$ cat src/rtl/dnsp_pkg.sv
// Package for the DNS response field parser: parse phases, item kinds and the
// event record passed from the parsing front end to the output stage.
// No dependencies.
package dnsp_pkg;

	typedef enum logic [2:0] {
		PH_HEADER = 3'd0,
		PH_QLEN   = 3'd1,
		PH_QCHAR  = 3'd2,
		PH_QFIXED = 3'd3,
		PH_AFIXED = 3'd4,
		PH_RDATA  = 3'd5,
		PH_DONE   = 3'd6
	} phase_t;

	typedef enum logic [3:0] {
		KIND_ID       = 4'd0,
		KIND_FLAGS    = 4'd1,
		KIND_QDCOUNT  = 4'd2,
		KIND_ANCOUNT  = 4'd3,
		KIND_NSCOUNT  = 4'd4,
		KIND_ARCOUNT  = 4'd5,
		KIND_QCHAR    = 4'd6,
		KIND_LABELEND = 4'd7,
		KIND_QTYPE    = 4'd8,
		KIND_QCLASS   = 4'd9,
		KIND_ATYPE    = 4'd10,
		KIND_ACLASS   = 4'd11,
		KIND_TTL      = 4'd12,
		KIND_RDATA    = 4'd13
	} kind_t;

	// Byte offsets inside the fixed-size parts of the message.
	localparam logic [15:0] HDR_ID_LO    = 16'd1;
	localparam logic [15:0] HDR_FLAGS_LO = 16'd3;
	localparam logic [15:0] HDR_QD_LO    = 16'd5;
	localparam logic [15:0] HDR_AN_LO    = 16'd7;
	localparam logic [15:0] HDR_NS_LO    = 16'd9;
	localparam logic [15:0] HDR_AR_LO    = 16'd11;
	localparam logic [15:0] HDR_LAST     = 16'd11;
	localparam logic [15:0] QF_TYPE_LO   = 16'd1;
	localparam logic [15:0] QF_CLASS_LO  = 16'd3;
	localparam logic [15:0] QF_LAST      = 16'd3;
	localparam logic [15:0] AF_TYPE_LO   = 16'd3;
	localparam logic [15:0] AF_CLASS_LO  = 16'd5;
	localparam logic [15:0] AF_TTL_LO    = 16'd9;
	localparam logic [15:0] AF_LAST      = 16'd11;

	// One parsed item before value formatting; acc holds the raw shifted bytes.
	typedef struct packed {
		kind_t       kind;
		logic [31:0] acc;
		logic [15:0] rpos;
		logic [15:0] rec;
		logic        done;
		logic        err;
	} evt_t;

endpackage

$ cat src/rtl/dnsp_front.sv
// Front end of the DNS response field parser: tracks the parse phase per byte
// and produces at most one event per accepted byte.
// Depends on dnsp_pkg.
module dnsp_front (
	input  logic              clk,
	input  logic              arst_n,
	input  logic              accept,
	input  logic [7:0]        data_byte,
	input  logic              end_of_message,
	output logic              evt_valid,
	output dnsp_pkg::evt_t    evt
);

	dnsp_pkg::phase_t phase_q, phase_d, phase_adv;
	logic [15:0] bp_q, bp_d;
	logic [31:0] acc_q, acc_d, acc_shift;
	logic [7:0]  lab_q, lab_d;
	logic [15:0] ql_q, ql_d;
	logic [15:0] al_q, al_d;
	logic [15:0] rdr_q, rdr_d;
	logic [15:0] rec_q, rec_d;

	assign acc_shift = {acc_q[23:0], data_byte};

	// Next state.
	always_comb begin
		phase_adv = phase_q;
		bp_d      = bp_q;
		acc_d     = acc_q;
		lab_d     = lab_q;
		ql_d      = ql_q;
		al_d      = al_q;
		rdr_d     = rdr_q;
		rec_d     = rec_q;
		if (accept && phase_q != dnsp_pkg::PH_DONE) begin
			acc_d = acc_shift;
			unique case (phase_q)
				dnsp_pkg::PH_HEADER: begin
					if (bp_q == dnsp_pkg::HDR_QD_LO) ql_d = acc_shift[15:0];
					if (bp_q == dnsp_pkg::HDR_AN_LO) al_d = acc_shift[15:0];
					bp_d = bp_q + 16'd1;
					if (bp_q == dnsp_pkg::HDR_LAST) begin
						bp_d  = '0;
						rec_d = '0;
						if (ql_q != 16'd0)
							phase_adv = dnsp_pkg::PH_QLEN;
						else
							phase_adv = (al_q != 16'd0) ? dnsp_pkg::PH_AFIXED
							                            : dnsp_pkg::PH_DONE;
					end
				end
				dnsp_pkg::PH_QLEN: begin
					if (data_byte == 8'd0) begin
						phase_adv = dnsp_pkg::PH_QFIXED;
						bp_d      = '0;
					end else begin
						lab_d     = data_byte;
						phase_adv = dnsp_pkg::PH_QCHAR;
					end
				end
				dnsp_pkg::PH_QCHAR: begin
					lab_d = lab_q - 8'd1;
					if (lab_q == 8'd1) phase_adv = dnsp_pkg::PH_QLEN;
				end
				dnsp_pkg::PH_QFIXED: begin
					bp_d = bp_q + 16'd1;
					if (bp_q == dnsp_pkg::QF_LAST) begin
						bp_d  = '0;
						ql_d  = ql_q - 16'd1;
						rec_d = rec_q + 16'd1;
						if (ql_q != 16'd1) begin
							phase_adv = dnsp_pkg::PH_QLEN;
						end else begin
							// Last question done: the answer index restarts at zero.
							rec_d     = '0;
							phase_adv = (al_q != 16'd0) ? dnsp_pkg::PH_AFIXED
							                            : dnsp_pkg::PH_DONE;
						end
					end
				end
				dnsp_pkg::PH_AFIXED: begin
					bp_d = bp_q + 16'd1;
					if (bp_q == dnsp_pkg::AF_LAST) begin
						rdr_d = acc_shift[15:0];
						bp_d  = '0;
						if (acc_shift[15:0] == 16'd0) begin
							al_d      = al_q - 16'd1;
							rec_d     = rec_q + 16'd1;
							phase_adv = (al_q != 16'd1) ? dnsp_pkg::PH_AFIXED
							                            : dnsp_pkg::PH_DONE;
						end else begin
							phase_adv = dnsp_pkg::PH_RDATA;
						end
					end
				end
				dnsp_pkg::PH_RDATA: begin
					bp_d  = bp_q + 16'd1;
					rdr_d = rdr_q - 16'd1;
					if (rdr_q == 16'd1) begin
						al_d      = al_q - 16'd1;
						rec_d     = rec_q + 16'd1;
						bp_d      = '0;
						phase_adv = (al_q != 16'd1) ? dnsp_pkg::PH_AFIXED
						                            : dnsp_pkg::PH_DONE;
					end
				end
				default: begin
					phase_adv = dnsp_pkg::PH_HEADER;
					bp_d      = '0;
					acc_d     = '0;
					lab_d     = '0;
					ql_d      = '0;
					al_d      = '0;
					rdr_d     = '0;
					rec_d     = '0;
				end
			endcase
		end
		phase_d = phase_adv;
		// The final byte of a message always returns the parser to its reset state.
		if (accept && end_of_message) begin
			phase_d = dnsp_pkg::PH_HEADER;
			bp_d    = '0;
			acc_d   = '0;
			lab_d   = '0;
			ql_d    = '0;
			al_d    = '0;
			rdr_d   = '0;
			rec_d   = '0;
		end
	end

	// Event output.
	always_comb begin
		logic have;
		have      = 1'b0;
		evt.kind  = dnsp_pkg::KIND_ID;
		evt.acc   = acc_shift;
		evt.rpos  = '0;
		evt.rec   = rec_q;
		evt.done  = 1'b0;
		evt.err   = 1'b0;
		unique case (phase_q)
			dnsp_pkg::PH_HEADER: begin
				have = 1'b1;
				case (bp_q)
					dnsp_pkg::HDR_ID_LO:    evt.kind = dnsp_pkg::KIND_ID;
					dnsp_pkg::HDR_FLAGS_LO: evt.kind = dnsp_pkg::KIND_FLAGS;
					dnsp_pkg::HDR_QD_LO:    evt.kind = dnsp_pkg::KIND_QDCOUNT;
					dnsp_pkg::HDR_AN_LO:    evt.kind = dnsp_pkg::KIND_ANCOUNT;
					dnsp_pkg::HDR_NS_LO:    evt.kind = dnsp_pkg::KIND_NSCOUNT;
					dnsp_pkg::HDR_AR_LO:    evt.kind = dnsp_pkg::KIND_ARCOUNT;
					default:                have = 1'b0;
				endcase
			end
			dnsp_pkg::PH_QLEN: begin
				have     = 1'b1;
				evt.kind = dnsp_pkg::KIND_LABELEND;
			end
			dnsp_pkg::PH_QCHAR: begin
				have     = 1'b1;
				evt.kind = dnsp_pkg::KIND_QCHAR;
			end
			dnsp_pkg::PH_QFIXED: begin
				have = 1'b1;
				case (bp_q)
					dnsp_pkg::QF_TYPE_LO:  evt.kind = dnsp_pkg::KIND_QTYPE;
					dnsp_pkg::QF_CLASS_LO: evt.kind = dnsp_pkg::KIND_QCLASS;
					default:               have = 1'b0;
				endcase
			end
			dnsp_pkg::PH_AFIXED: begin
				have = 1'b1;
				case (bp_q)
					dnsp_pkg::AF_TYPE_LO:  evt.kind = dnsp_pkg::KIND_ATYPE;
					dnsp_pkg::AF_CLASS_LO: evt.kind = dnsp_pkg::KIND_ACLASS;
					dnsp_pkg::AF_TTL_LO:   evt.kind = dnsp_pkg::KIND_TTL;
					default:               have = 1'b0;
				endcase
			end
			dnsp_pkg::PH_RDATA: begin
				have     = 1'b1;
				evt.kind = dnsp_pkg::KIND_RDATA;
				evt.rpos = bp_q;
			end
			dnsp_pkg::PH_DONE: have = 1'b0;
			default:           have = 1'b0;
		endcase
		evt.done = (phase_q != dnsp_pkg::PH_DONE) && (phase_adv == dnsp_pkg::PH_DONE);
		evt.err  = end_of_message && (phase_q != dnsp_pkg::PH_DONE)
		           && (phase_adv != dnsp_pkg::PH_DONE);
		// A byte that only finishes or aborts the message reports status with zero fields.
		if (!have && (evt.done || evt.err)) begin
			have     = 1'b1;
			evt.kind = dnsp_pkg::KIND_ID;
			evt.acc  = '0;
			evt.rpos = '0;
			evt.rec  = '0;
		end
		evt_valid = accept && (phase_q != dnsp_pkg::PH_DONE) && have;
	end

	always_ff @(posedge clk or negedge arst_n) begin
		if (!arst_n) begin
			phase_q <= dnsp_pkg::PH_HEADER;
			bp_q    <= '0;
			acc_q   <= '0;
			lab_q   <= '0;
			ql_q    <= '0;
			al_q    <= '0;
			rdr_q   <= '0;
			rec_q   <= '0;
		end else begin
			phase_q <= phase_d;
			bp_q    <= bp_d;
			acc_q   <= acc_d;
			lab_q   <= lab_d;
			ql_q    <= ql_d;
			al_q    <= al_d;
			rdr_q   <= rdr_d;
			rec_q   <= rec_d;
		end
	end

endmodule

$ cat src/rtl/dnsp_queue.sv
// Event queue between the parser front end and the output stage.
// Depends on dnsp_pkg.
module dnsp_queue #(
	parameter int DEPTH = 4
) (
	input  logic           clk,
	input  logic           arst_n,
	input  logic           wr_en,
	input  dnsp_pkg::evt_t wr_data,
	input  logic           rd_en,
	output dnsp_pkg::evt_t rd_data,
	output logic           not_empty,
	output logic           full
);

	localparam int AW = $clog2(DEPTH);
	localparam int CW = $clog2(DEPTH + 1);

	dnsp_pkg::evt_t mem_q [DEPTH];
	logic [AW-1:0]  wr_ptr_q, rd_ptr_q;
	logic [CW-1:0]  count_q;
	logic           do_wr, do_rd;

	assign full      = (count_q == CW'(DEPTH));
	assign not_empty = (count_q != '0);
	assign do_wr     = wr_en && !full;
	assign do_rd     = rd_en && not_empty;
	assign rd_data   = mem_q[rd_ptr_q];

	always_ff @(posedge clk) begin
		if (do_wr) mem_q[wr_ptr_q] <= wr_data;
	end

	always_ff @(posedge clk or negedge arst_n) begin
		if (!arst_n) begin
			wr_ptr_q <= '0;
			rd_ptr_q <= '0;
			count_q  <= '0;
		end else begin
			if (do_wr)
				wr_ptr_q <= (wr_ptr_q == AW'(DEPTH - 1)) ? '0 : wr_ptr_q + AW'(1);
			if (do_rd)
				rd_ptr_q <= (rd_ptr_q == AW'(DEPTH - 1)) ? '0 : rd_ptr_q + AW'(1);
			if (do_wr && !do_rd)
				count_q <= count_q + CW'(1);
			else if (do_rd && !do_wr)
				count_q <= count_q - CW'(1);
		end
	end

endmodule

$ cat src/rtl/dnsp_back.sv
// Output stage of the DNS response field parser: formats each queued event
// into its item value and holds it in the result register until popped.
// Depends on dnsp_pkg.
module dnsp_back (
	input  logic           clk,
	input  logic           arst_n,
	input  logic           evt_avail,
	input  dnsp_pkg::evt_t evt,
	output logic           evt_take,
	input  logic           pop,
	output logic           empty,
	output logic [3:0]     item_kind,
	output logic [31:0]    item_value,
	output logic [15:0]    rdata_position,
	output logic [15:0]    record_number,
	output logic           message_done,
	output logic           parse_error
);

	logic        valid_q;
	logic [31:0] value_fmt;

	assign empty    = !valid_q;
	assign evt_take = evt_avail && (!valid_q || pop);

	always_comb begin
		case (evt.kind) inside
			dnsp_pkg::KIND_FLAGS:
				value_fmt = {27'd0, evt.acc[15], evt.acc[10], evt.acc[9], evt.acc[8],
				             evt.acc[7]};
			dnsp_pkg::KIND_TTL:
				value_fmt = evt.acc;
			dnsp_pkg::KIND_QCHAR, dnsp_pkg::KIND_LABELEND, dnsp_pkg::KIND_RDATA:
				value_fmt = {24'd0, evt.acc[7:0]};
			default:
				value_fmt = {16'd0, evt.acc[15:0]};
		endcase
	end

	always_ff @(posedge clk or negedge arst_n) begin
		if (!arst_n) begin
			valid_q <= 1'b0;
		end else if (evt_take) begin
			valid_q <= 1'b1;
		end else if (pop) begin
			valid_q <= 1'b0;
		end
	end

	always_ff @(posedge clk) begin
		if (evt_take) begin
			item_kind      <= evt.kind;
			item_value     <= value_fmt;
			rdata_position <= evt.rpos;
			record_number  <= evt.rec;
			message_done   <= evt.done;
			parse_error    <= evt.err;
		end
	end

endmodule

$ cat src/rtl/dns_response_field_parser_top.sv
// Top level of the DNS response field parser: front end, event queue and output stage.
// Depends on dnsp_pkg, dnsp_front, dnsp_queue and dnsp_back.
//
// The parser takes one message byte per clock while full is low; each byte's phase
// update finishes in the cycle it is accepted, so a steady stream runs at one byte
// per cycle. A byte that yields an item writes one entry into a QUEUE_DEPTH-entry
// event queue; the output register loads from that queue when it is empty or being
// popped, so a result passes the queue and the output register on its way out. full
// rises only when the queue is full because pop has been held low.
module dns_response_field_parser_top #(
	parameter int QUEUE_DEPTH = 4
) (
	input  logic        clk,
	input  logic        arst_n,
	input  logic        push,
	output logic        full,
	input  logic [7:0]  data_byte,
	input  logic        end_of_message,
	input  logic        pop,
	output logic        empty,
	output logic [3:0]  item_kind,
	output logic [31:0] item_value,
	output logic [15:0] rdata_position,
	output logic [15:0] record_number,
	output logic        message_done,
	output logic        parse_error
);

	logic           accept;
	logic           evt_valid;
	dnsp_pkg::evt_t evt_in, evt_out;
	logic           evt_avail, evt_take;

	assign accept = push && !full;

	dnsp_front u_front (
		.clk            (clk),
		.arst_n         (arst_n),
		.accept         (accept),
		.data_byte      (data_byte),
		.end_of_message (end_of_message),
		.evt_valid      (evt_valid),
		.evt            (evt_in)
	);

	dnsp_queue #(
		.DEPTH (QUEUE_DEPTH)
	) u_queue (
		.clk       (clk),
		.arst_n    (arst_n),
		.wr_en     (evt_valid),
		.wr_data   (evt_in),
		.rd_en     (evt_take),
		.rd_data   (evt_out),
		.not_empty (evt_avail),
		.full      (full)
	);

	dnsp_back u_back (
		.clk            (clk),
		.arst_n         (arst_n),
		.evt_avail      (evt_avail),
		.evt            (evt_out),
		.evt_take       (evt_take),
		.pop            (pop),
		.empty          (empty),
		.item_kind      (item_kind),
		.item_value     (item_value),
		.rdata_position (rdata_position),
		.record_number  (record_number),
		.message_done   (message_done),
		.parse_error    (parse_error)
	);

endmodule

$ cat config.mk
export PLATFORM = sky130hd
export DESIGN_NAME = dns_response_field_parser_top
export DESIGN_NICKNAME = d
export VERILOG_FILES = /design/src/rtl/dnsp_pkg.sv /design/src/rtl/dnsp_front.sv /design/src/rtl/dnsp_queue.sv /design/src/rtl/dnsp_back.sv /design/src/rtl/dns_response_field_parser_top.sv
export SDC_FILE = /design/constraint.sdc
export NUM_CORES = 1
export LEC_CHECK = 0
export BUFFER_PORTS_ARGS = -buffer_cell sky130_fd_sc_hd__buf_2
export CAP_MARGIN = 20
export CELL_PAD_IN_SITES_DETAIL_PLACEMENT = 1
export CELL_PAD_IN_SITES_GLOBAL_PLACEMENT = 1
export CORE_MARGIN = 10
export CORE_UTILIZATION = 47
export DETAILED_ROUTE_END_ITERATION = 8
export PLACE_DENSITY = 0.87
export SLEW_MARGIN = 5
export SYNTH_ARGS = -nofsm -noshare
export SYNTH_HDL_FRONTEND = slang
export SYNTH_SLANG_ARGS = --single-unit
$ cat constraint.sdc
create_clock -name clk -period 5.45 [get_ports clk]
set_clock_uncertainty 0.15 [all_clocks]
set_input_delay 0.545 -clock clk [delete_from_list [all_inputs] [get_ports clk]]
set_output_delay 0.545 -clock clk [all_outputs]
set_load 0.02 [all_outputs]
Yosys cells after proc, flatten, opt, wreduce, memory -nomap -nowiden
Memories as Yosys holds them, arrays and structs flattened.
Cells that the tools add are included.
{"block": "totals", "ff_bits": 193, "latch_bits": 0, "mem_bits_rw": 280, "rom_bits": 0, "output_inout_bits": 72, "memories": 1}
{"memory": "u_queue.mem_q", "words": 4, "word_bits": 70, "rd": 1, "rd_ports_with_merged_regs": 0, "write_ports": 1, "line": "dnsp_queue.sv:19", "text": "dnsp_pkg::evt_t mem_q [DEPTH];"}
{"block": "op_classes", "addsub": 10, "n_mul": 0, "n_div": 0, "magnitude_cmp": 0, "n_eq_ne": 41, "shift": 0, "muxes": 75, "bitwise": 0, "n_reduce_logical": 47}
{"op": "2-to-1 mux 16 bit", "count": 29}
{"op": "case mux 16 bit (5 select lines)", "count": 2}
{"op": "case mux 16 bit (3 select lines)", "count": 2}
{"op": "2-to-1 mux 24 bit", "count": 3}
{"op": "2-to-1 mux 68 bit", "count": 1}
{"op": "case mux 16 bit (4 select lines)", "count": 1}
{"op": "subtractor 16 x 1 -> 16 bit, second input constant", "count": 3}
{"op": "2-to-1 mux 3 bit", "count": 12}
{"op": "adder 16 x 1 -> 16 bit, second input constant", "count": 2}
{"op": "equality test 16 x 1 -> 1 bit, second input constant", "count": 2}
{"op": "equality test 16 x 3 -> 1 bit, second input constant", "count": 2}
{"op": "equality test 16 x 4 -> 1 bit, second input constant", "count": 2}
{"op": "2-to-1 mux 32 bit", "count": 1}
{"op": "!= test 16 x 1 -> 1 bit, second input constant", "count": 2}
{"op": "nonzero test 16 bit", "count": 2}
{"op": "2-to-1 mux 8 bit", "count": 3}
{"op": "!= test 3 x 1 -> 1 bit, second input constant", "count": 8}
{"op": "case mux 4 bit (6 select lines)", "count": 1}
{"op": "case mux 8 bit (3 select lines)", "count": 1}
{"op": "case mux 3 bit (6 select lines)", "count": 1}
{"op": "equality test 16 x 2 -> 1 bit, second input constant", "count": 1}
{"op": "logical NOT 16 bit", "count": 1}
{"op": "case mux 3 bit (5 select lines)", "count": 1}
{"op": "logical AND 1 bit", "count": 13}
{"op": "other kinds (34)", "count": 77}

Depth between registers and ports, before layout
Gate-level depths: netlist of the first run.
{"block": "depth", "depth_word": 17, "ltp_mapped": 15}

Hierarchy
From an unflattened synthesis of the first run, not the netlist that was laid out.
{"block": "hier_totals", "hier_cells": 1482, "area_unflattened_um2": 20932.6}
{"mod": "dnsp_queue", "instances": 1, "cells_each": 403, "area_each_um2": 10633.9, "seq_area_each_um2": 8583.2}
{"mod": "dnsp_front", "instances": 1, "cells_each": 955, "area_each_um2": 7787.5, "seq_area_each_um2": 2877.8}
{"mod": "dnsp_back", "instances": 1, "cells_each": 123, "area_each_um2": 2497.4, "seq_area_each_um2": 2127.0}
{"mod": "dns_response_field_parser_top", "instances": 1, "cells_each": 1, "area_each_um2": 13.8, "seq_area_each_um2": 0.0}

Worst setup path before layout of the first run
Ideal clock, no wire load.
{"block": "synth_path", "path_kind": "input -> register", "from": "in pop", "to": "reg u_queue.count_q[1]", "setup_ns": 0.125, "t_arrival_ns": 5.378, "required_time_ns": 5.175, "slack_ns": -0.203, "path_stages": 7, "path_cell_list": "inv_1 -> a21oi_1 -> inv_1 -> ha_1 -> inv_1 -> fa_1 -> mux2_2"}
{"block": "synth_between", "elab_chain_len": 6, "word_cells_on_any_way": 8, "classes_between": "mux: 1; reduce/logical: 7"}
{"item": "start: declaration", "line": "dns_response_field_parser_top.sv:19", "text": "input logic pop,"}
{"item": "logical OR 1 bit (*)", "line": "dnsp_back.sv:24", "text": "assign evt_take = evt_avail && (!valid_q || pop);"}
{"item": "logical AND 1 bit (*)", "line": "dnsp_back.sv:24"}
{"item": "via evt_take", "line": "dns_response_field_parser_top.sv:32", "text": "logic evt_avail, evt_take;"}
{"item": "logical AND 1 bit (*)", "line": "dnsp_queue.sv:27", "text": "assign do_rd = rd_en && not_empty;"}
{"item": "logical NOT 1 bit", "line": "dnsp_queue.sv:44", "text": "if (do_wr && !do_rd)"}
{"item": "logical AND 1 bit", "line": "dnsp_queue.sv:44"}
{"item": "2-to-1 mux 3 bit / nonzero test 2 bit (equally long branches)"}
{"item": "end signal: assignment", "line": "dnsp_queue.sv:45", "text": "count_q <= count_q + CW'(1);"}
{"item": "end signal: assignment", "line": "dnsp_queue.sv:47", "text": "count_q <= count_q - CW'(1);"}
{"item": "end: declaration", "line": "dnsp_queue.sv:21", "text": "logic [CW-1:0] count_q;"}
The timed path passes the listed nets; every way through them passes the cells marked *.
A chain may end at the register's enable or synchronous reset.

Worst setup path in the final report of the first run
{"block": "layout_path", "from": "reg u_front.phase_q[2]", "to": "reg u_queue.count_q[1]"}
{"block": "layout_between", "elab_chain_len": 13, "word_cells_on_any_way": 33, "classes_between": "eq/ne: 8; mux: 10; reduce/logical: 15"}
{"item": "start: declaration", "line": "dnsp_front.sv:14", "text": "dnsp_pkg::phase_t phase_q, phase_d, phase_adv;"}
{"item": "start signal: assignment", "line": "dnsp_front.sv:205", "text": "phase_q <= dnsp_pkg::PH_HEADER;"}
{"item": "start signal: assignment", "line": "dnsp_front.sv:214", "text": "phase_q <= phase_d;"}
{"item": "equality test 3 bit (tied with other cells)", "line": "dnsp_front.sv:37, dnsp_front.sv:143"}
{"item": "case mux 3 bit (6 select lines) / logical AND 1 bit (equally long branches)", "line": "dnsp_front.sv:37, dnsp_front.sv:35, dnsp_front.sv:200"}
{"item": "2-to-1 mux 3 bit", "line": "dnsp_front.sv:35", "text": "if (accept && phase_q != dnsp_pkg::PH_DONE) begin"}
{"item": "equality test 3 bit / != test 3 bit (equally long branches)", "line": "dnsp_front.sv:189, dnsp_front.sv:191"}
{"item": "logical AND 1 bit (on tied branches)", "line": "dnsp_front.sv:189, dnsp_front.sv:191"}
{"item": "logical OR 1 bit", "line": "dnsp_front.sv:193", "text": "if (!have && (evt.done || evt.err)) begin"}
{"item": "logical AND 1 bit", "line": "dnsp_front.sv:193"}
{"item": "2-to-1 mux 1 bit", "line": "dnsp_front.sv:193"}
{"item": "logical AND 1 bit (*)", "line": "dnsp_front.sv:200", "text": "evt_valid = accept && (phase_q != dnsp_pkg::PH_DONE) && have;"}
{"item": "logical AND 1 bit (*)", "line": "dnsp_queue.sv:26", "text": "assign do_wr = wr_en && !full;"}
{"item": "via u_queue.do_wr", "line": "dnsp_queue.sv:22", "text": "logic do_wr, do_rd;"}
{"item": "logical NOT 1 bit", "line": "dnsp_queue.sv:46", "text": "else if (do_rd && !do_wr)"}
{"item": "logical AND 1 bit", "line": "dnsp_queue.sv:46"}
{"item": "nonzero test 2 bit (no line)"}
Marks and branches as above.

==> results of run 1 <==
-- state kept, by name, indices dropped and copies added, names as in the netlist --
signal                 count
u_front.bp_q              16
u_back.parse_error         1
u_back.record_number      16
u_front.ql_q              16
u_front.rdr_q             16
u_back.valid_q             1
u_front.al_q              16
u_front.acc_q             24
u_front.phase_q            3
u_back.rdata_position     16
u_back.message_done        1
u_queue.wr_ptr_q           2
u_back.item_value         32
u_front.rec_q             16
u_queue.rd_ptr_q           2
u_back.item_kind           4
u_front.lab_q              8
u_queue.count_q            3
u_queue.mem_q            280
-- power groups by stage --
stage	Clock [mW]	Combinational [mW]	Sequential [mW]
5_1_grt	3.64	3.51	5.54
4_1_cts	3.47	3.24	5.46
6_report	3.42	3.25	5.46
2_1_floorplan	0	2.04	5.52
3_5_place_dp	0	3.19	5.52
3_3_place_gp	0	3.05	5.42
-- area by class of cell --
type	instances	area, sq um	share of cell area
flip-flops and latches	473	13600	0.586
multi-input cells	848	6410	0.276
clock buffers	64	1320	0.0571
well taps	585	732	0.0316
repair buffers	111	711	0.0306
clock inverters	28	329	0.0142
inverters	25	93.8	0.00405
diodes	1	2.50	0.000108
-- logic make-up (layout without fill, tap and decap cells) --
kind of cell,after synthesis,after routing,share of synthesized area
and+or+nand+nor,428,428,0.114
other,0,1,0
xor gates and xnor gates,30,30,0.0129
DFF,473,473,0.665
adders and majority gates,20,20,0.0126
AOI/OAI and AO/OA,287,287,0.0892
muxes,83,83,0.0841
buffers and inverters,97,228,0.0222
-- routing by layer --
metal | part of all wire | vias up
met4 | 0.029 | 0
met5 | 0 | -
met3 | 0.065 | 111
met1 | 0.40 | 6814
met2 | 0.51 | 521
li1 | - | 5622
-- cells in the mapped netlist, types with 22 or more instances --
| master | instances | area (sq um) |
|---|---|---|
| edfxtp_1 | 350 | 10500 |
| dfrtp_1 | 123 | 3080 |
| o21ai_0 | 123 | 616 |
| nand2_1 | 95 | 357 |
| nor2_1 | 95 | 357 |
| mux4_2 | 70 | 1580 |
| clkbuf_1 | 43 | 161 |
| a21oi_1 | 41 | 205 |
| and2_1 | 40 | 250 |
| and3_1 | 26 | 163 |
| a22o_1 | 25 | 219 |
| nor2b_1 | 25 | 156 |
| inv_1 | 24 | 90.1 |
| a22oi_1 | 23 | 173 |
| nand3_1 | 22 | 110 |
| nor4_1 | 22 | 138 |
-- final timing paths --
path,startpoint,to,slack [ns],cells past startpoint
setup / recovery,u_front.phase_q[2],u_queue.count_q[1],1.37,10
hold / removal,data_byte[1],u_front.acc_q[1],0.16,2
setup reg to reg,u_front.phase_q[2],u_queue.count_q[1],1.37,10
hold reg to reg,u_front.acc_q[19],u_front.acc_q[19],0.35,1
max in group asynchronous,arst_n,u_front.acc_q[4],3.69,3
min in group asynchronous,arst_n,u_front.rdr_q[15],0.39,2
-- what timing repair did --
| item | in CTS | in global routing |
|---|---|---|
| buffers inserted | 0 | 0 |
| hold buffers | 2 | 0 |
| hold endpoints to repair | 45 | 0 |
| setup endpoints to repair | 0 | 0 |
-- metrics by stage --
stage          hold WS (ns)  total power, mW  utilization
3_3_place_gp          0.319             8.47        0.498
5_1_grt               0.149             12.7        0.540
6_report              0.161             12.1        0.540
4_1_cts               0.131             12.2        0.537
3_5_place_dp          0.338             8.71        0.498
2_1_floorplan        0.0994             7.56            -
==> out/metrics.cfg, run 1 <==
[floorplanning]
die_w_um=228
die_area_sq_um=52200
rows=76
fp.dieH_um=228
core_area_sq_um=43000
initial_core_util=0.475
io_pins=85

[clock_network]
cts_resized=0
cts_tree=built
htree_levels=2
cts_buffer_depth=3
clkLatencyLatePin_ns=0.60
clk_pin_slew_ns=0.06
clockRootBuffer=clkbuf_16
cts_buffers=49
cts.sinks=473

[synth]
syn_area_per_cell_sq_um=14.4
synth-async-reset-ratio=0.260
ys_types=75
yosysWarnings=0
synth_ff_type=edfxtp_1
ys_seq_area_frac=0.665
synth-seq-cells=473
synth_edf_count=350
syn-num-nets=1451
syn_area_sq_um=20400
syn_inst=1418

[placement]
gp_congestion=0.909
placed_area_sq_um=21400
placed_cells=2036
post-place-ws_ns=1.36
place_hpwl_mm=33.8
io_buffers=84

[hold_path]
hp-class=primary input to flip-flop

[global_route]
grt_max_degree=71
gr-usage-met1=0.253
antenna_found_initial=0
grt_pass1_vias=13700
grt_pass1_wl_mm=83.4
grt-busiest-layer=met2
use_met2=0.345
grt_usage=0.202
use_met3=0.0395
overflow=0

[setup_path]
cpPeakStageDelay_ns=0.79
cp-end-kind=flip-flop
crit_type=flip-flop to flip-flop
crit_chain=clkinv_1 -> nand2_1 -> o211ai_2 -> a211o_2 -> nor2_1 -> a21oi_2 -> ha_1 -> inv_1 -> fa_1 -> mux2_2
worstPathArrival_ns=4.41
cpMaxStageDelayCell=dfrtp_1
crit_fanout=21
crit_family=compound AO/OA/AOI/OAI gates
start_kind=flip-flop
critical_path_buf_inv_count=2
critPathRequiredTime_ns=5.78

[outcome]
status=completed

[sta]
finalMaxSlewViolations=0
post-route-period-util=0.749
tightest_slew_ns=1.10
min_period_ns=4.08
slew_headroom=0.269
layout_setup_ws_ns=1.37
finalHoldViolations=0
max_freq_ghz=0.245
grt_setup_unrepaired=false
setup_viol=0
setup_tns_ns=0

[power]
p_sw_mw=3.96
pwr-share-seq=0.450
power_density_nw_per_um2=523
sw_frac_of_total=0.327
power_frac_clock=0.282
intPower_mw=8.17
ir_drop_uv=234
leakage_nw=8.62
combinationalPowerShare=0.268

[final_layout]
drive_gt1_frac=0.206
syn_to_final_growth_pct=13.6
layout.cells.most_common=edfxtp_1
fillers=4242
fin_cells=2135
final_cell_mix=edfxtp_1 (350), o21ai_0 (122), dfrtp_1 (121)
fin_area_sq_um=23200
layout.nets=1541

[routing]
num_vias=13100
drc=0
wl_per_cell_um=25.3
first_iter_violations=1352
wl_mm=54.1
avgViaCountPerCell=6.12
firstDrtPassIters=6
ant_nets=0

[job]
maxCapViolCount=0

No activity file was read; power rests on OpenSTA's default activity.
==> inputs of run 2 (changes only) <==
--- a/config.mk
+++ b/config.mk
@@ -10,9 +10,9 @@
 export CELL_PAD_IN_SITES_DETAIL_PLACEMENT = 1
 export CELL_PAD_IN_SITES_GLOBAL_PLACEMENT = 1
 export CORE_MARGIN = 10
-export CORE_UTILIZATION = 47
+export CORE_UTILIZATION = 50
 export DETAILED_ROUTE_END_ITERATION = 8
-export PLACE_DENSITY = 0.87
+export PLACE_DENSITY = 0.88
 export SLEW_MARGIN = 5
 export SYNTH_ARGS = -nofsm -noshare
 export SYNTH_HDL_FRONTEND = slang
==> constraint.sdc (replaced) <==
create_clock -name clk -period 3.9 [get_ports clk]
set_clock_uncertainty 0.15 [all_clocks]
set_input_delay 0.39 -clock clk [delete_from_list [all_inputs] [get_ports clk]]
set_output_delay 0.39 -clock clk [all_outputs]
set_load 0.02 [all_outputs]
==> run 2 against run 1 <==
- sequential share of layout area decreased by 0.48 points
- worst hold slack worse by 0.11 ns
- non-clock buffer count up 36
- largest cell class unchanged
==> out/metrics.cfg, run 2 (same netlist as run 1, synthesis figures left out) <==
[outcome]
status=completed

[routing]
drc=0  ; unchanged
wl_mm=56.4  ; +4.2%
wl_met3_mm=3.61  ; +2.4%
topRoutingLayerUsed=met5
wl_met2_mm=28.3  ; +3.1%
firstDrtPassIters=6  ; unchanged
wl_met1_mm=22.6  ; +5.1%
first_iter_violations=1529  ; +13%
num_vias=13400  ; +2.6%
ant_nets=0  ; unchanged
wl_per_cell_um=26.7  ; +5.5%
avgViaCountPerCell=6.36  ; +3.8%

[sta]
min_period_ns=3.76  ; -0.318 ns
tightest_slew_ns=1.04  ; -0.0602 ns
finalMaxSlewViolations=0  ; unchanged
finalHoldViolations=0  ; unchanged
setup_viol=0  ; unchanged
slew_headroom=0.309  ; +0.0401
setup_tns_ns=0  ; unchanged
layout_setup_ws_ns=0.138  ; -1.23 ns
max_freq_ghz=0.266  ; +8.4%
hold_ws_ns=0.0487  ; -0.112 ns
post-route-period-util=0.965  ; +0.216

[power]
sw_frac_of_total=0.328  ; +0.00159
power_density_nw_per_um2=726  ; +39%
power_frac_clock=0.274  ; -0.008
pwr-share-seq=0.443  ; -0.007
ir_drop_uv=349  ; +49%
combinationalPowerShare=0.283  ; +0.015
p_sw_mw=5.57  ; +41%
intPower_mw=11.4  ; +40%
leakage_nw=8.81  ; +2.2%
total_power_mw=17.0  ; +40%

[final_layout]
reg_top3=u_queue.mem_q (280), u_back.item_value (32), u_front.acc_q (24)
drive_gt1_frac=0.229  ; +0.0234
layout.nets=1577  ; +2.3%
layout.cells.most_common=edfxtp_1
largest_register=u_queue.mem_q
syn_to_final_growth_pct=14.5
largest_register_ffs=280  ; unchanged
fin_util=0.583  ; +0.0437
final_cell_mix=edfxtp_1 (350), o21ai_0 (122), dfrtp_1 (119)

[floorplanning]
io_pins=85  ; unchanged
initial_core_util=0.509  ; +0.0342
rows=73  ; -3.9%
core_area_sq_um=40100  ; -6.7%
fp.dieH_um=222  ; -2.8%
die_w_um=222  ; -2.8%
die_area_sq_um=49300  ; -5.5%

[placement]
post-place-ws_ns=0.110  ; -1.25 ns
io_buffers=84  ; unchanged
gp_congestion=0.923  ; +1.5%
place_hpwl_mm=35.2  ; +4.3%

[setup_path]
start_kind=flip-flop
worstPathArrival_ns=4.11  ; -0.30 ns
crit_type=flip-flop to flip-flop
crit_fanout=6  ; -71%
cp-end-kind=flip-flop
critPathRequiredTime_ns=4.24  ; -1.54 ns

[global_route]
grt_pass1_vias=14100  ; +3.1%
antenna_found_initial=2  ; +2
grt_usage=0.225  ; +0.0226
grt_max_degree=73  ; +2.8%
grt_pass1_wl_mm=87.7  ; +5.2%
overflow=0  ; unchanged

[clock_network]
clkLatencyLatePin_ns=0.59  ; about the same
clockRootBuffer=clkbuf_16
cts_buffer_depth=3  ; unchanged
clk_pin_slew_ns=0.06  ; about the same
cts.sinks=473  ; unchanged
cts_tree=built
cts_buffers=49  ; unchanged
htree_levels=2  ; unchanged

[job]
maxCapViolCount=0  ; unchanged

[hold_path]
hp-class=primary input to flip-flop

## run 2: cell types whose count changed in the layout (fill, tap and decap cells not counted), sizes merged
cell | previous run | this run
clkbuf | 64 | 60
dlygate4sd3 | 2 | 4
buf | 109 | 143
clkinv | 15 | 26
clkinvlp | 7 | 1
inv | 25 | 24
bufinv | 6 | 4
## run 2: what timing repair did
action	in CTS	in global routing
resized for setup	0	5
hold buffers	4	0
endpoints found under the hold margin	62	0
setup buffers	0	7
setup endpoints to repair	0	24
## run 2: critical path, cell delays in order, from the launching register on
cell and delay, ns:
dfrtp_1 0.46, nor4_4 0.48, nand3_1 0.21, or3_1 0.39
o211ai_2 0.30, a211o_2 0.21, nor2_1 0.09, a21oi_2 0.23
ha_1 0.24, inv_1 0.06, fa_1 0.38, xor2_1 0.16
nor2_1 0.15, xor2_1 0.15
## run 2: per-stage QoR
step | instance area, sq um | instances
after detailed placement | 21700 | 2006
after CTS | 23300 | 2100
after global placement | 21700 | 2006
final | 23400 | 2109
after floorplan | 20400 | 1418
after global routing | 23400 | 2109
## run 2: layout make-up
cell class              instances  area (sq um)
diodes                          1          2.50
clock buffers                  60          1330
flip-flops and latches        473         13600
clock inverters                30           272
fillers                      3815         16700
repair buffers                147          1010
well taps                     525           657
multi-input cells             848          6430
inverters                      25          93.8
## run 2: power by group through the flow
| stage | Sequential, mW | Clock (mW) | Combinational, mW |
|---|---|---|---|
| after detailed placement | 7.57 | 0 | 4.73 |
| after floorplan | 7.70 | 0 | 2.85 |
| final | 7.51 | 4.66 | 4.80 |
| after global placement | 7.43 | 0 | 4.50 |
| after global routing | 7.62 | 4.95 | 5.16 |
| after CTS | 7.50 | 4.72 | 4.81 |
## run 2: metal layers
layer  GRT usage  vias to the layer above
li1            -                     5669
met1       0.287                     6984
met2       0.381                      612
met3      0.0378                      137
met4      0.0759                        2
met5           0                        -
## run 2: final timing paths
kind	cells after the start	from	slack [ns]	endpoint
max	13	u_front.bp_q[9]	0.14	u_queue.count_q[2]
min	2	data_byte[2]	0.05	u_front.acc_q[2]
max reg2reg	13	u_front.bp_q[9]	0.14	u_queue.count_q[2]
min reg2reg	1	u_front.rec_q[15]	0.35	u_front.rec_q[15]
max in group asynchronous	3	arst_n	2.38	u_front.acc_q[12]
min in group asynchronous	2	arst_n	0.32	u_front.rdr_q[3]
==> inputs of run 3 (changes only) <==
==> constraint.sdc (replaced) <==
create_clock -name clk -period 3.9 [get_ports clk]
set_clock_uncertainty 0.15 [all_clocks]
set_input_delay 0.78 -clock clk [delete_from_list [all_inputs] [get_ports clk]]
set_output_delay 0.78 -clock clk [all_outputs]
set_load 0.02 [all_outputs]
==> run 3 against run 2 <==
- clock power is 6.2% higher
- combinational power is 6.0% higher
- critical endpoint unchanged
- die area stayed put
- non-clock buffer count rose by 7
- critical path depth unchanged
==> out/metrics.cfg, run 3 (same netlist as run 1, synthesis figures left out) <==
[outcome]
status=completed

[power]
power_density_nw_per_um2=741  ; +2.1%
ir_drop_uv=407  ; +17%
total_power_mw=17.5  ; +3.0%
leakage_nw=8.89  ; +0.93%

[sta]
min_period_ns=3.75  ; -0.0108 ns
slew_headroom=0.304  ; -0.00504
post-route-period-util=0.962  ; -0.00277
finalHoldViolations=0  ; unchanged
finalMaxSlewViolations=0  ; unchanged
tightest_slew_ns=1.04  ; +0.00756 ns
setup_viol=0  ; unchanged
max_freq_ghz=0.267  ; +0.29%

[routing]
num_vias=13400  ; +0.22%
firstDrtPassIters=7  ; +1
ant_nets=0  ; unchanged
avgViaCountPerCell=6.34  ; -0.20%
wl_mm=59.9  ; +6.2%
wl_per_cell_um=28.3  ; +5.7%
drc=0  ; unchanged
first_iter_violations=1459  ; -4.6%

[clock_network]
clkLatencyLatePin_ns=0.60  ; about the same
htree_levels=2  ; unchanged
cts.sinks=473  ; unchanged
clk_pin_slew_ns=0.06  ; about the same
cts_buffers=49  ; unchanged
cts_tree=built
cts_buffer_depth=3  ; unchanged
clockRootBuffer=clkbuf_16

[global_route]
antenna_found_initial=3  ; +1
grt_max_degree=80  ; +9.6%
grt_usage=0.240  ; +0.0152
overflow=0  ; unchanged
grt_pass1_wl_mm=91.4  ; +4.3%
grt_pass1_vias=14400  ; +1.9%

[job]
maxCapViolCount=0  ; unchanged

[floorplanning]
die_w_um=222  ; unchanged
rows=73  ; unchanged
initial_core_util=0.509  ; unchanged
core_area_sq_um=40100  ; unchanged
die_area_sq_um=49300  ; unchanged
io_pins=85  ; unchanged
fp.dieH_um=222  ; unchanged

[setup_path]
critPathRequiredTime_ns=4.22  ; -0.02 ns
worstPathArrival_ns=4.07  ; -0.04 ns
crit_type=flip-flop to flip-flop
crit_fanout=6  ; unchanged
cp-end-kind=flip-flop
start_kind=flip-flop

[final_layout]
largest_register_ffs=280  ; unchanged
final_cell_mix=edfxtp_1 (350), o21ai_0 (122), dfrtp_1 (121)
syn_to_final_growth_pct=15.5
layout.cells.most_common=edfxtp_1
drive_gt1_frac=0.235  ; +0.00528
largest_register=u_queue.mem_q
layout.nets=1584  ; +0.44%
reg_top3=u_queue.mem_q (280), u_back.item_value (32), u_front.acc_q (24)
fin_util=0.588  ; +0.00484

[placement]
place_hpwl_mm=36.6  ; +3.8%
io_buffers=84  ; unchanged
gp_congestion=0.935  ; +1.3%

[hold_path]
hp-class=primary input to asynchronous set/reset pin

[run 3: worst max-delay path, stage by stage, from the launching register on]
cell and delay, ns:
dfrtp_1 0.43, nor4_1 0.30, and4_1 0.31, nand3_1 0.20, o32a_2 0.46, o31ai_4 0.23, o211ai_1 0.20, a21oi_2 0.24
ha_2 0.24, inv_1 0.06, fa_1 0.39, xor2_1 0.20, nor2_1 0.08, xor2_1 0.14
[run 3: routing by layer]
metal | vias up | GRT usage | routed length, um
met4 | 0 | 0.106 | 2520
li1 | 5692 | - | -
met1 | 6933 | 0.289 | 22600
met5 | - | 0 | 0
met2 | 650 | 0.406 | 30700
met3 | 159 | 0.0534 | 4030
[run 3: final cells by class]
class | count | area, sq um
fillers | 3809 | 16500
repair buffers | 154 | 1090
clock inverters | 27 | 333
clock buffers | 63 | 1360
flip-flops and latches | 473 | 13600
diodes | 3 | 7.51
inverters | 25 | 93.8
multi-input cells | 848 | 6450
well taps | 525 | 657
[run 3: report_power, final]
| group | switching, mW | leakage (nW) | internal (mW) | total (mW) |
|---|---|---|---|---|
| logic | 3.15 | 3.09 | 1.94 | 5.09 |
| clock network | 2.02 | 0.825 | 2.93 | 4.95 |
| registers | 0.619 | 4.97 | 6.82 | 7.44 |
| total | 5.79 | 8.89 | 11.7 | 17.5 |
[run 3: worst paths after layout]
path                               startpoint                 end  slack, ns  cells after the start
setup / recovery              u_front.ql_q[6]  u_queue.count_q[2]       0.15                     13
hold / removal                         arst_n     u_front.bp_q[8]       0.08                      1
setup reg to reg              u_front.ql_q[6]  u_queue.count_q[2]       0.15                     13
hold reg to reg            u_queue.count_q[2]  u_queue.count_q[2]       0.37                      1
max in group asynchronous              arst_n   u_front.acc_q[21]       2.61                      2
min in group clk                          pop      u_back.valid_q       0.24                      2
[run 3: what timing repair did]
item	CTS	global route
endpoints found under the hold margin	0	0
resized for setup	0	8
endpoints found under the setup margin	0	129
hold buffers	0	0
buffers inserted	0	5
[run 3: metrics by stage]
stage | setup TNS, ns | std cells | setup WS (ns) | hold WS (ns) | area [sq um]
after CTS | 0 | 2110 | 0.0428 | 0.0913 | 23500
after detailed placement | -2.88 | 2020 | -0.234 | 0.353 | 21800
after global routing | -0.0630 | 2118 | -0.0630 | 0.106 | 23600
after floorplan | 0 | 1418 | 0.273 | 0.292 | 20400
after global placement | 0 | 2019 | 0.0144 | 0.319 | 21800
final | 0 | 2118 | 0.149 | 0.0832 | 23600
